File: src/rtl/clst_pkg.sv
// Shared types and constants of the CAN light status table.
`default_nettype none

package clst_pkg;

	localparam int ID_W       = 29;
	localparam int TIME_W     = 32;
	localparam int BYTE_W     = 8;
	localparam int COLOR_W    = 24;
	localparam int LEN_W      = 4;
	localparam int OP_W       = 2;
	localparam int QIDX_W     = 3;
	localparam int CFG_IDX_W  = 3;
	localparam int CFG_DATA_W = 32;
	localparam int KIND_W     = 3;

	// Operation codes on the input port.
	localparam logic [OP_W-1:0] OP_FRAME  = 2'd0;
	localparam logic [OP_W-1:0] OP_QSTRIP = 2'd1;
	localparam logic [OP_W-1:0] OP_QPARK  = 2'd2;

	// Register indexes of the configuration port.
	localparam logic [CFG_IDX_W-1:0] REG_SIGNAL_ID  = 3'd0;
	localparam logic [CFG_IDX_W-1:0] REG_STRIP_BASE = 3'd1;
	localparam logic [CFG_IDX_W-1:0] REG_TIMEOUT    = 3'd2;
	localparam logic [CFG_IDX_W-1:0] REG_PARK_MASK  = 3'd3;

	// Register reset values.
	localparam logic [ID_W-1:0]   RST_SIGNAL_ID  = 29'd1312;
	localparam logic [ID_W-1:0]   RST_STRIP_BASE = 29'd1280;
	localparam logic [TIME_W-1:0] RST_TIMEOUT    = 32'd1000;
	localparam logic [BYTE_W-1:0] RST_PARK_MASK  = 8'd1;

	// Command kinds produced by the classifier.
	localparam logic [KIND_W-1:0] KIND_NOP    = 3'd0;
	localparam logic [KIND_W-1:0] KIND_SIGNAL = 3'd1;
	localparam logic [KIND_W-1:0] KIND_STRIP  = 3'd2;
	localparam logic [KIND_W-1:0] KIND_QSTRIP = 3'd3;
	localparam logic [KIND_W-1:0] KIND_QPARK  = 3'd4;

	typedef struct packed {
		logic [ID_W-1:0]   signal_frame_id;
		logic [ID_W-1:0]   strip_base_id;
		logic [TIME_W-1:0] offline_timeout;
		logic [BYTE_W-1:0] park_mask;
	} cfg_t;

	typedef struct packed {
		logic [KIND_W-1:0] kind;
		logic [BYTE_W-1:0] byte_zero;
		logic [BYTE_W-1:0] byte_one;
		logic [BYTE_W-1:0] byte_two;
		logic [BYTE_W-1:0] byte_three;
		logic [TIME_W-1:0] time_ms;
	} cmd_t;

endpackage

`default_nettype wire

File: src/rtl/can_light_status_table_unit.sv
// Top level of the CAN light status table: configuration registers and the two halves.
//
//   Channel   Handshake          Payload
//   input     start / busy       operation, frame_id, data_length, byte_zero..byte_three,
//                                strip_index, time_ms
//   result    done (strobe)      frame_taken, strip_online, strip_color, park_on
//   config    cfg_we             cfg_index, cfg_data
//
// One input beat can be taken every cycle while busy is low. Its result beat passes
// through an entry of the command queue; then the RAM read, the scale multiplies and
// the divide by 255 each take one registered stage.
// Reset clears the signal store, the strip seen bits and the pipeline; a strip whose
// seen bit is clear reads as never seen. The receiver cannot stall, so the engine
// drains the queue every cycle and busy only rises if the queue fills.
`default_nettype none

module can_light_status_table_unit #(
	parameter int STRIP_COUNT = 8
) (
	input  wire logic                            clk,
	input  wire logic                            arst_n,
	input  wire logic                            start,
	output logic                                 busy,
	input  wire logic [clst_pkg::OP_W-1:0]       operation,
	input  wire logic [clst_pkg::ID_W-1:0]       frame_id,
	input  wire logic [clst_pkg::LEN_W-1:0]      data_length,
	input  wire logic [clst_pkg::BYTE_W-1:0]     byte_zero,
	input  wire logic [clst_pkg::BYTE_W-1:0]     byte_one,
	input  wire logic [clst_pkg::BYTE_W-1:0]     byte_two,
	input  wire logic [clst_pkg::BYTE_W-1:0]     byte_three,
	input  wire logic [clst_pkg::QIDX_W-1:0]     strip_index,
	input  wire logic [clst_pkg::TIME_W-1:0]     time_ms,
	output logic                                 done,
	output logic                                 frame_taken,
	output logic                                 strip_online,
	output logic      [clst_pkg::COLOR_W-1:0]    strip_color,
	output logic                                 park_on,
	input  wire logic                            cfg_we,
	input  wire logic [clst_pkg::CFG_IDX_W-1:0]  cfg_index,
	input  wire logic [clst_pkg::CFG_DATA_W-1:0] cfg_data
);

	import clst_pkg::*;

	localparam int IDX_W  = (STRIP_COUNT > 1) ? $clog2(STRIP_COUNT) : 1;
	localparam int QENT_W = $bits(cmd_t) + IDX_W;

	cfg_t              cfg_q;
	logic              queue_full;
	logic              queue_empty;
	logic              push;
	logic              pop;
	cmd_t              push_cmd;
	logic [IDX_W-1:0]  push_index;
	cmd_t              head_cmd;
	logic [IDX_W-1:0]  head_index;
	logic [QENT_W-1:0] head_entry;

	// Configuration registers.
	always_ff @(posedge clk or negedge arst_n) begin
		if (!arst_n) begin
			cfg_q.signal_frame_id <= RST_SIGNAL_ID;
			cfg_q.strip_base_id   <= RST_STRIP_BASE;
			cfg_q.offline_timeout <= RST_TIMEOUT;
			cfg_q.park_mask       <= RST_PARK_MASK;
		end else if (cfg_we) begin
			unique case (cfg_index)
				REG_SIGNAL_ID:  cfg_q.signal_frame_id <= cfg_data[ID_W-1:0];
				REG_STRIP_BASE: cfg_q.strip_base_id   <= cfg_data[ID_W-1:0];
				REG_TIMEOUT:    cfg_q.offline_timeout <= cfg_data[TIME_W-1:0];
				REG_PARK_MASK:  cfg_q.park_mask       <= cfg_data[BYTE_W-1:0];
				default: begin
				end
			endcase
		end
	end

	// Classifier.
	clst_front #(
		.STRIP_COUNT (STRIP_COUNT)
	) u_front (
		.start       (start),
		.queue_full  (queue_full),
		.operation   (operation),
		.frame_id    (frame_id),
		.data_length (data_length),
		.byte_zero   (byte_zero),
		.byte_one    (byte_one),
		.byte_two    (byte_two),
		.byte_three  (byte_three),
		.strip_index (strip_index),
		.time_ms     (time_ms),
		.cfg         (cfg_q),
		.busy        (busy),
		.push        (push),
		.push_cmd    (push_cmd),
		.push_index  (push_index)
	);

	// Command queue.
	clst_fifo #(
		.WIDTH (QENT_W)
	) u_queue (
		.clk       (clk),
		.arst_n    (arst_n),
		.push      (push),
		.push_data ({push_cmd, push_index}),
		.pop       (pop),
		.pop_data  (head_entry),
		.empty     (queue_empty),
		.full      (queue_full)
	);

	assign {head_cmd, head_index} = head_entry;

	// Table engine.
	clst_back #(
		.STRIP_COUNT (STRIP_COUNT)
	) u_back (
		.clk          (clk),
		.arst_n       (arst_n),
		.cfg          (cfg_q),
		.queue_empty  (queue_empty),
		.cmd          (head_cmd),
		.cmd_index    (head_index),
		.pop          (pop),
		.done         (done),
		.frame_taken  (frame_taken),
		.strip_online (strip_online),
		.strip_color  (strip_color),
		.park_on      (park_on)
	);

	// Every accepted beat yields its result beat.
	a_latency: assert property (@(posedge clk) disable iff (!arst_n)
		(start && !busy) |-> ##4 done)
		else $error("result beat missing after accepted input beat");

	// A result answers one kind of operation only.
	a_one_answer: assert property (@(posedge clk) disable iff (!arst_n)
		done |-> ($countones({frame_taken, strip_online, park_on}) <= 1))
		else $error("result beat carries more than one answer");

	// An offline strip reports no color.
	a_dark_offline: assert property (@(posedge clk) disable iff (!arst_n)
		(done && !strip_online) |-> (strip_color == '0))
		else $error("color reported for an offline strip");

endmodule

`default_nettype wire

File: src/rtl/clst_ram.sv
// Generic single write port RAM with a registered read port.
`default_nettype none

module clst_ram #(
	parameter int WIDTH = 8,
	parameter int DEPTH = 8,
	localparam int ADDR_W = (DEPTH > 1) ? $clog2(DEPTH) : 1
) (
	input  wire logic              clk,
	input  wire logic              we,
	input  wire logic [ADDR_W-1:0] waddr,
	input  wire logic [WIDTH-1:0]  wdata,
	input  wire logic [ADDR_W-1:0] raddr,
	output logic      [WIDTH-1:0]  rdata
);

	logic [WIDTH-1:0] mem_q [DEPTH];

	// Write, then registered read.
	always_ff @(posedge clk) begin
		if (we) begin
			mem_q[waddr] <= wdata;
		end
		rdata <= mem_q[raddr];
	end

endmodule

`default_nettype wire

File: src/rtl/clst_fifo.sv
// Two entry command queue between the classifier and the table engine.
`default_nettype none

module clst_fifo #(
	parameter int WIDTH = 8
) (
	input  wire logic             clk,
	input  wire logic             arst_n,
	input  wire logic             push,
	input  wire logic [WIDTH-1:0] push_data,
	input  wire logic             pop,
	output logic      [WIDTH-1:0] pop_data,
	output logic                  empty,
	output logic                  full
);

	logic [WIDTH-1:0] entry_q [2];
	logic             wr_ptr_q;
	logic             rd_ptr_q;
	logic [1:0]       count_q;
	logic             do_push;
	logic             do_pop;

	assign empty    = (count_q == 2'd0);
	assign full     = (count_q == 2'd2);
	assign do_push  = push && !full;
	assign do_pop   = pop && !empty;
	assign pop_data = entry_q[rd_ptr_q];

	// Pointers and fill count.
	always_ff @(posedge clk or negedge arst_n) begin
		if (!arst_n) begin
			wr_ptr_q <= 1'b0;
			rd_ptr_q <= 1'b0;
			count_q  <= 2'd0;
		end else begin
			if (do_push) begin
				wr_ptr_q <= !wr_ptr_q;
			end
			if (do_pop) begin
				rd_ptr_q <= !rd_ptr_q;
			end
			if (do_push && !do_pop) begin
				count_q <= count_q + 2'd1;
			end else if (do_pop && !do_push) begin
				count_q <= count_q - 2'd1;
			end
		end
	end

	// Entry storage.
	always_ff @(posedge clk) begin
		if (do_push) begin
			entry_q[wr_ptr_q] <= push_data;
		end
	end

endmodule

`default_nettype wire

File: src/rtl/clst_front.sv
// Front end: accepts input beats and classifies them into table commands.
`default_nettype none

module clst_front #(
	parameter int STRIP_COUNT = 8,
	localparam int IDX_W = (STRIP_COUNT > 1) ? $clog2(STRIP_COUNT) : 1
) (
	input  wire logic                          start,
	input  wire logic                          queue_full,
	input  wire logic [clst_pkg::OP_W-1:0]     operation,
	input  wire logic [clst_pkg::ID_W-1:0]     frame_id,
	input  wire logic [clst_pkg::LEN_W-1:0]    data_length,
	input  wire logic [clst_pkg::BYTE_W-1:0]   byte_zero,
	input  wire logic [clst_pkg::BYTE_W-1:0]   byte_one,
	input  wire logic [clst_pkg::BYTE_W-1:0]   byte_two,
	input  wire logic [clst_pkg::BYTE_W-1:0]   byte_three,
	input  wire logic [clst_pkg::QIDX_W-1:0]   strip_index,
	input  wire logic [clst_pkg::TIME_W-1:0]   time_ms,
	input  wire clst_pkg::cfg_t                cfg,
	output logic                               busy,
	output logic                               push,
	output clst_pkg::cmd_t                     push_cmd,
	output logic      [IDX_W-1:0]              push_index
);

	import clst_pkg::*;

	logic [ID_W-1:0] id_offset;
	logic            strip_hit;
	logic            query_ok;
	logic [6:0]      query_wide;

	assign busy = queue_full;
	assign push = start && !queue_full;

	// Strip window match on the frame identifier.
	assign id_offset  = frame_id - cfg.strip_base_id;
	assign strip_hit  = (frame_id >= cfg.strip_base_id) &&
	                    (id_offset < ID_W'(STRIP_COUNT));
	assign query_wide = 7'(strip_index);
	assign query_ok   = query_wide < 7'(STRIP_COUNT);

	// Command decode; the signals frame wins when both identifiers match.
	always_comb begin
		push_cmd.kind       = KIND_NOP;
		push_cmd.byte_zero  = byte_zero;
		push_cmd.byte_one   = byte_one;
		push_cmd.byte_two   = byte_two;
		push_cmd.byte_three = byte_three;
		push_cmd.time_ms    = time_ms;
		push_index          = query_wide[IDX_W-1:0];
		unique case (operation)
			OP_FRAME: begin
				if (frame_id == cfg.signal_frame_id) begin
					push_cmd.kind = KIND_SIGNAL;
					if (data_length == '0) begin
						push_cmd.byte_zero = '0;
					end
				end else if (strip_hit) begin
					push_cmd.kind = KIND_STRIP;
					push_index    = id_offset[IDX_W-1:0];
				end
			end
			OP_QSTRIP: begin
				if (query_ok) begin
					push_cmd.kind = KIND_QSTRIP;
				end
			end
			OP_QPARK: begin
				push_cmd.kind = KIND_QPARK;
			end
			default: begin
				push_cmd.kind = KIND_NOP;
			end
		endcase
	end

endmodule

`default_nettype wire

File: src/rtl/clst_back.sv
// Back end: updates the status table and answers queries in three stages.
`default_nettype none

module clst_back #(
	parameter int STRIP_COUNT = 8,
	localparam int IDX_W = (STRIP_COUNT > 1) ? $clog2(STRIP_COUNT) : 1
) (
	input  wire logic                          clk,
	input  wire logic                          arst_n,
	input  wire clst_pkg::cfg_t                cfg,
	input  wire logic                          queue_empty,
	input  wire clst_pkg::cmd_t                cmd,
	input  wire logic [IDX_W-1:0]              cmd_index,
	output logic                               pop,
	output logic                               done,
	output logic                               frame_taken,
	output logic                               strip_online,
	output logic      [clst_pkg::COLOR_W-1:0]  strip_color,
	output logic                               park_on
);

	import clst_pkg::*;

	localparam int ENTRY_W = 4 * BYTE_W + TIME_W;

	// Exact division by 255 of a product of two bytes.
	function automatic logic [BYTE_W-1:0] div255(input logic [2*BYTE_W-1:0] p);
		logic [2*BYTE_W:0] sum;
		sum = (2*BYTE_W+1)'(p) + (2*BYTE_W+1)'(p[2*BYTE_W-1:BYTE_W]) + 17'd1;
		return sum[2*BYTE_W-1:BYTE_W];
	endfunction

	// Table state outside the RAM.
	logic [STRIP_COUNT-1:0] seen_q;
	logic [BYTE_W-1:0]      lighting_q;
	logic [TIME_W-1:0]      signal_stamp_q;

	logic                   item;
	logic                   strip_write;
	logic [TIME_W-1:0]      signal_age;
	logic                   park_now;
	logic [ENTRY_W-1:0]     wr_entry;
	logic [ENTRY_W-1:0]     rd_entry;

	// Stage 1.
	logic                   valid_s1;
	logic [KIND_W-1:0]      kind_s1;
	logic [TIME_W-1:0]      time_s1;
	logic                   seen_s1;
	logic                   park_s1;

	// Stage 2.
	logic                   valid_s2;
	logic [KIND_W-1:0]      kind_s2;
	logic                   online_s2;
	logic                   park_s2;
	logic [2*BYTE_W-1:0]    prod_r_s2;
	logic [2*BYTE_W-1:0]    prod_g_s2;
	logic [2*BYTE_W-1:0]    prod_b_s2;

	logic [BYTE_W-1:0]      rd_red;
	logic [BYTE_W-1:0]      rd_green;
	logic [BYTE_W-1:0]      rd_blue;
	logic [BYTE_W-1:0]      rd_scale;
	logic [TIME_W-1:0]      rd_stamp;
	logic [TIME_W-1:0]      strip_age;
	logic                   online_now;

	// Output registers.
	logic                   done_q;
	logic                   taken_q;
	logic                   online_q;
	logic [COLOR_W-1:0]     color_q;
	logic                   park_q;

	// The engine takes one command per cycle whenever the queue holds one.
	assign item        = !queue_empty;
	assign pop         = item;
	assign strip_write = item && (cmd.kind == KIND_STRIP);
	assign wr_entry    = {cmd.byte_zero, cmd.byte_one, cmd.byte_two, cmd.byte_three,
	                      cmd.time_ms};

	clst_ram #(
		.WIDTH (ENTRY_W),
		.DEPTH (STRIP_COUNT)
	) u_strip_ram (
		.clk   (clk),
		.we    (strip_write),
		.waddr (cmd_index),
		.wdata (wr_entry),
		.raddr (cmd_index),
		.rdata (rd_entry)
	);

	// Park check against the signal source as it stands.
	assign signal_age = cmd.time_ms - signal_stamp_q;
	assign park_now   = (signal_stamp_q != '0) && (signal_age < cfg.offline_timeout) &&
	                    ((lighting_q & cfg.park_mask) != '0);

	// Signal store and strip seen bits.
	always_ff @(posedge clk or negedge arst_n) begin
		if (!arst_n) begin
			seen_q         <= '0;
			lighting_q     <= '0;
			signal_stamp_q <= '0;
		end else begin
			if (strip_write) begin
				seen_q[cmd_index] <= 1'b1;
			end
			if (item && (cmd.kind == KIND_SIGNAL)) begin
				lighting_q     <= cmd.byte_zero;
				signal_stamp_q <= cmd.time_ms;
			end
		end
	end

	// Stage 1 registers, alongside the RAM read.
	always_ff @(posedge clk or negedge arst_n) begin
		if (!arst_n) begin
			valid_s1 <= 1'b0;
		end else begin
			valid_s1 <= item;
		end
	end

	always_ff @(posedge clk) begin
		kind_s1 <= cmd.kind;
		time_s1 <= cmd.time_ms;
		seen_s1 <= seen_q[cmd_index];
		park_s1 <= (cmd.kind == KIND_QPARK) && park_now;
	end

	// Freshness of the queried strip.
	assign {rd_red, rd_green, rd_blue, rd_scale, rd_stamp} = rd_entry;
	assign strip_age  = time_s1 - rd_stamp;
	assign online_now = (kind_s1 == KIND_QSTRIP) && seen_s1 && (rd_stamp != '0) &&
	                    (strip_age < cfg.offline_timeout);

	// Stage 2 registers: scale products.
	always_ff @(posedge clk or negedge arst_n) begin
		if (!arst_n) begin
			valid_s2 <= 1'b0;
		end else begin
			valid_s2 <= valid_s1;
		end
	end

	always_ff @(posedge clk) begin
		kind_s2   <= kind_s1;
		online_s2 <= online_now;
		park_s2   <= park_s1;
		prod_r_s2 <= (2*BYTE_W)'(rd_red) * (2*BYTE_W)'(rd_scale);
		prod_g_s2 <= (2*BYTE_W)'(rd_green) * (2*BYTE_W)'(rd_scale);
		prod_b_s2 <= (2*BYTE_W)'(rd_blue) * (2*BYTE_W)'(rd_scale);
	end

	// Result beat.
	always_ff @(posedge clk or negedge arst_n) begin
		if (!arst_n) begin
			done_q <= 1'b0;
		end else begin
			done_q <= valid_s2;
		end
	end

	always_ff @(posedge clk) begin
		taken_q  <= (kind_s2 == KIND_SIGNAL) || (kind_s2 == KIND_STRIP);
		online_q <= online_s2;
		park_q   <= park_s2;
		if (online_s2) begin
			color_q <= {div255(prod_r_s2), div255(prod_g_s2), div255(prod_b_s2)};
		end else begin
			color_q <= '0;
		end
	end

	assign done         = done_q;
	assign frame_taken  = taken_q;
	assign strip_online = online_q;
	assign strip_color  = color_q;
	assign park_on      = park_q;

endmodule

`default_nettype wire

File: config.mk
export PLATFORM = sky130hd
export DESIGN_NAME = can_light_status_table_unit
export DESIGN_NICKNAME = d
export VERILOG_FILES = /design/src/rtl/clst_pkg.sv /design/src/rtl/can_light_status_table_unit.sv /design/src/rtl/clst_ram.sv /design/src/rtl/clst_fifo.sv /design/src/rtl/clst_front.sv /design/src/rtl/clst_back.sv
export SDC_FILE = /design/constraint.sdc
export NUM_CORES = 2
export LEC_CHECK = 0
export BUFFER_PORTS_ARGS = -buffer_cell sky130_fd_sc_hd__buf_4
export CELL_PAD_IN_SITES_DETAIL_PLACEMENT = 0
export CELL_PAD_IN_SITES_GLOBAL_PLACEMENT = 1
export CORE_AREA = 2 2 396 398
export CTS_CLUSTER_DIAMETER = 200
export DETAILED_ROUTE_END_ITERATION = 8
export DIE_AREA = 0 0 398 400
export GPL_TIMING_DRIVEN = 0
export HOLD_SLACK_MARGIN = 0.08
export PLACE_DENSITY_LB_ADDON = 0.1
export SKIP_CTS_REPAIR_TIMING = 1
export SLEW_MARGIN = 25
export SYNTH_ARGS = -nofsm -noshare
export SYNTH_HDL_FRONTEND = slang
export SYNTH_SLANG_ARGS = --single-unit
File: constraint.sdc
create_clock -name clk -period 9.35 [get_ports clk]
set_input_delay 0.4675 -clock clk [delete_from_list [all_inputs] [get_ports clk]]
set_output_delay 0.4675 -clock clk [all_outputs]
set_load 0.03 [all_outputs]
After elaboration in Yosys (flattened, before gate mapping)
Memories as Yosys holds them, arrays and structs flattened. A register that Yosys moved wholly into a read port is not among the register bits. Cells that the tools add are included.

Memory bits (writable): 652. Logic and storage cells: 117. Output and inout port bits: 29. Bits of input ports: 141. Memories: 2. Register bits after elaboration: 270.

Memory list: u_back.u_strip_ram.mem_q (words 8, bits a word 64, read ports 1, clocked after memory_dff 1, write ports 1, line clst_ram.sv:17) `logic [WIDTH-1:0] mem_q [DEPTH];`; u_queue.entry_q (words 2, bits a word 70, read ports 1, clocked after memory_dff 0, write ports 1, line clst_fifo.sv:17) `logic [WIDTH-1:0] entry_q [2];`.

$mul: 3. Reduce and logical (&&, ||, !) cells: 32. Multiplexer cells: 20. Equality and inequality tests: 13. $add $sub $neg: 11. $lt $le $gt $ge: 7. Bitwise operators: 2.

Operators with widths (number): $lt 32x32->1 (2); $reduce_bool 32->1 (2); $sub 32x32->32 (2); $add 16x1->16 const B (3); $add 16x8->16 (3); $mul 8x8->16 (3); $eq 29x29->1 (1); $ge 29x29->1 (1); $lt 29x4->1 const B (1); $sub 29x29->29 (1); $mux 8 (3); $eq 3x2->1 const B (5); $logic_and 1x1->1 (14); $mux 3 (4); $eq 3x1->1 const B (3); $pmux 3 s3 (1); $and 8x8->8 (1); $lt 3x4->1 const B (2); $mux 2 (4); $or 8x8->8 (1); $reduce_and 2->1 (4); $reduce_bool 8->1 (1); $mux 1 (6); $logic_not 1->1 (5); 13 further kinds (15).

Logic depth before layout (Yosys ltp)
Depth in word-level cells: 8. Gate-level depth with buffers: 24. Depth with buffers taken out: 23.

Cells and area by module
Synthesis repeated with hierarchy kept, for this count alone.

Cell total of the unflattened synthesis: 3566. Area, all modules: 49282.3 um2.

By module, submodules not included: clst_ram (instances 1, area an instance 20547.2 um2, cells an instance 816, seq. area each 16656.0 um2); clst_back (instances 1, area an instance 16584.7 um2, cells an instance 1895, seq. area each 3618.5 um2); clst_fifo (instances 1, area an instance 5599.1 um2, cells an instance 237, seq. area each 4304.1 um2); can_light_status_table_unit (instances 1, area an instance 3729.8 um2, cells an instance 210, seq. area each 2467.4 um2); clst_front (instances 1, area an instance 2821.5 um2, cells an instance 408, seq. area each 0.0 um2).

Worst setup path before layout
OpenSTA, ideal clock, no wires.

Kind: reg2reg. Start: reg u_queue.rd_ptr_q. End: reg u_back.park_s1. Clock period less this slack: 5.252 ns. Required time: 9.223 ns. Path slack: 4.098 ns. Arrival: 5.125 ns. Stages on the path, launching flop included: 23. Library setup time: 0.127 ns. Path buffers: 3. Path through: dfrtp_1 clkbuf_1 buf_1 clkbuf_1 mux2_2 ha_1 nor2b_1 o2111a_1 o211ai_1 a21oi_1 o211ai_1 a311oi_1 o21a_1 or4b_2 a31oi_1 xnor2_1 ha_1 and4_1 nand2_1 a21oi_1 nand2_1 a31oi_1 a211oi_1.

Word-level cells in the longest chain between the ends: 6. Elaborated cells on any way between the ends: 7. Classes of those cells: add/sub (1); order compare (1); eq/ne (1); reduce/logical (3); memory (1).

RTL lines: from (decl) (line clst_fifo.sv:19) `logic rd_ptr_q;`; from (signal assigned) (line clst_fifo.sv:41) `rd_ptr_q <= !rd_ptr_q;`; $mem_v2 2x70; via head_entry[4] (line can_light_status_table_unit.sv:57) `logic [QENT_W-1:0] head_entry;`; $sub 32x32->32 (line clst_back.sv:96) `assign signal_age = cmd.time_ms - signal_stamp_q;`; $lt 32x32->1 (line clst_back.sv:97) `assign park_now = (signal_stamp_q != '0) && (signal_age < cfg.offline_timeout) &&`; $logic_and 1x1->1 (2 in series) (line clst_back.sv:97); $logic_and 1x1->1 (line clst_back.sv:130) `park_s1 <= (cmd.kind == KIND_QPARK) && park_now;`; to (signal assigned) (line clst_back.sv:130); to (decl) (line clst_back.sv:50) `logic park_s1;`.

The timed path passes the listed nets, and every way through them passes these cells. A chain may end at the register's enable or synchronous reset.

Final worst setup path
Same ends and word-level chain as after synthesis.

==> implementation parameters <==
Parameter                              Value

Outcome
  Outcome    finished clean

Route
  DRC    0
  Number of design-rule violations left by the first detailed-router iteration    around 1400
  Count of TritonRoute iterations in the first routing pass    5
  DRT Wirelength    approximately 140000 µm
  Via Count    29300
  Number of nets with antenna violations after detailed routing    0
  Post-DR vias/cell    4.74
  Average wire per standard cell    23.2 µm

Global route
  Total global routing track utilization    17.9%
  Global-route wire length before repair    ~210000 µm
  Largest net degree at the start of global routing    82
  Initial antenna violation count    7
  Global-route congestion overflow total    0
  Vias in the first global route    30200

Place
  Number of port buffers    169
  Pre-CTS setup slack    2.00 ns
  Routability Congestion    between 0.7 and 0.8
  DP Wirelength    ~100000 µm

Timing
  Final worst slack    ~2.2 ns
  Count of endpoints failing hold in the final timing report    0
  Setup Viol. Count Final    0
  Tmin final    7.17 ns
  Maximum clock frequency    140 MHz
  Final-layout setup total negative slack    0 ns
  Setup repair after global routing missed its margin    no
  Final Max Slew Viols    0
  Tcrit/Tclk final    76.7%
  Worst rel slew slack    ~27%
  Measured slew at the worst slew-check pin    1.09 ns
  Fin Clk Skew    0.0234 ns

Clock network
  Htree depth    3
  Clk sinks    986
  CTS buffer count    roughly 110
  Skew-Pair Late Insertion Delay    0.74 ns
  Max clock buf depth    3
  Master cell of the clock root buffer    clkbuf_16
  Clock-pin transition on the worst setup and hold timing paths    0.06 ns
  Clock tree from TritonCTS    built

Die
  Core ar.    155000 µm²
  Number of standard-cell rows in the floorplan    around 150
  Total I/O pin count    between 150 and 200
  Area enclosed by the die boundary    159000 µm²
  Horizontal die dimension    398 µm
  Initial Utilization    between 20% and 30%
  Die Ht    400 µm

Worst setup path
  Cell family contributing the most delay on the critical path    compound AO/OA/AOI/OAI gates
  Path type of the worst setup path    register to register
  CP dominant cell by count    a21oi_1
  Worst path cell trace    clkbuf_1, buf_2, clkbuf_1, mux2_2, ha_1, a21oi_1, nor2_1, a211oi_1, a21oi_1, o211ai_1, a311oi_1, o21a_1, or4b_2, a31oi_1, xnor2_1, ha_1, and4_1, nand2_1, a21oi_1, nand2_1, a31oi_1, a211oi_1
  Largest fanout on the critical path    11
  Longest individual stage delay on the worst path    0.75 ns
  Data arrival, critical path    slightly below 8 ns
  Endpoint kind of the worst setup timing path    register
  Buf/Inv on CP    3
  Worst EP required    9.93 ns
  Slowest cell on the critical path    clkbuf_1
  Critical path launch point type    register

Finish
  Most common cell after layout, fill and taps aside    edfxtp_1
  Commonest cells after routing, fill and taps aside    652 x edfxtp_1, 311 x inv_1, 284 x ha_1
  Fill cell instance count of the final layout    about 15000
  Net total in the final layout    between 4000 and 5000
  Share of layout cells above drive strength 1    a little over an eighth
  Area overhead of the layout relative to synthesis    19.9%

Flow run
  Number of max-cap violations    0

Pwr
  Worst-case vdd ir drop    0.199 mV
  Leak    21.4 nW
  Power density cells    387 nW/µm²

Yosys
  Top area cells in the synthesized netlist    edfxtp_1 42%, dfxtp_1 7.8%, ha_1 7.7%
  Cell type contributing the most total cell area after synthesis    edfxtp_1
  Predominant post-synthesis flop cell    edfxtp_1
  Yosys reg bits    986
  Post-synth top area share    42.4%
  Post-synthesis instance area    46200 µm²
  Synth async-reset ratio    between 10% and 20%
  Number of standard cells after synthesis    3615
  Unique masters post-synth    71
  Sequential cell area fraction in the yosys report    58.5%
  Number of enable-type register cells in the synthesized netlist    652
  Syn. warnings    0
  Synth Net Count    4151
  Avg Synthesized Cell Area    12.8 µm²

Hold path
  Classification of the worst-slack hold path    input port to register
[state kept, by name, indices dropped and copies added, names as in the netlist, 8 cells and up]
register,cells
cfg_q,98
u_back.lighting_q,8
u_back.prod_b_s2,16
u_back.prod_g_s2,16
u_back.prod_r_s2,16
u_back.seen_q,8
u_back.signal_stamp_q,32
u_back.strip_color,24
u_back.time_s1,32
u_back.u_strip_ram.mem_q,512
u_back.u_strip_ram.rdata,64
u_queue.entry_q,140
[final timing paths]
check,startpoint,endpoint,slack [ns],cells after the start
setup / recovery,u_queue.rd_ptr_q,u_back.park_s1,2.18,22
hold / removal,byte_zero[2],u_queue.entry_q[0][61],0.08,2
setup reg to reg,u_queue.rd_ptr_q,u_back.park_s1,2.18,22
hold reg to reg,u_back.park_s1,u_back.park_s2,0.33,0
max in group asynchronous,arst_n,cfg_q[77],8.17,4
min in group asynchronous,arst_n,u_back.signal_stamp_q[29],0.29,3
[synth_stat cells (11+ instances only)]
master / instances
nor2_1: 98
xnor2_1: 100
edfxtp_1: 652
o21a_1: 34
o21ai_0: 163
and2_1: 153
clkbuf_1: 102
fa_1: 111
nand2_1: 237
nor2b_1: 32
nor3_1: 28
a211oi_1: 16
and3_1: 12
or2_2: 15
nor4_1: 30
nand4_1: 87
a21oi_1: 110
dfxtp_1: 181
a31oi_1: 14
dfstp_2: 12
inv_1: 311
a22oi_1: 242
xor2_1: 52
nand3_1: 37
a21o_1: 52
a21boi_0: 11
ha_1: 284
mux2_2: 114
dfrtp_1: 141
nand2b_1: 23
buf_1: 13
mux2i_1: 22
[report_power, final]
group	internal, mW	switching (mW)	leakage (nW)
Clock	2.62	1.86	1.83
Sequential	5.87	0.576	9.26
Combinational	4.32	6.20	10.4
[metrics by stage]
| step | total power [mW] | utilization [%] | area (µm²) | hold WS [ns] | cells |
|---|---|---|---|---|---|
| CTS | 21.9 | 35.1 | 54400 | -0.339 | 6080 |
| detailed placement | 17.2 | 32.7 | 50700 | 0.312 | 5866 |
| global route | 23.4 | 35.7 | 55400 | 0.0841 | 6176 |
| global placement | 17.2 | 32.3 | 50000 | 0.316 | 5842 |
| floorplan | 13.8 | - | 46200 | 0.172 | 3615 |
| finish | 21.4 | 35.7 | 55400 | 0.0797 | 6180 |
[layout make-up]
type,instances,area (µm²),area share (%)
Antenna cell,5,12.5,0.0226
Tap cell,2058,2570,4.65
Clock buffer,162,3150,5.69
Sequential cell,986,27000,48.8
Multi-Input combinational cell,2203,17600,31.8
Timing Repair Buffer,288,2750,4.96
Inverter,311,1170,2.11
Clock inverter,52,607,1.10
Buffer,115,453,0.818
[layer usage]
layer  GRT usage [%]  up-vias  share of wire, %
met2            32.6      452                52
met1            22.3    14700                43
li1                -    14000                 -
met4            4.37        0               2.2
met5               0        -                 0
met3            2.32      156               2.7
[kinds of logic after synthesis]
family / share of synthesized area (%)
adders and majority gates: 12.5
DFF: 58.5
AOI/OAI and AO/OA: 10.6
buffers and inverters: 3.46
muxes: 3.26
xor gates and xnor gates: 2.88
and+or+nand+nor: 8.80
Note: power is estimated with default switching activity, not from simulation.
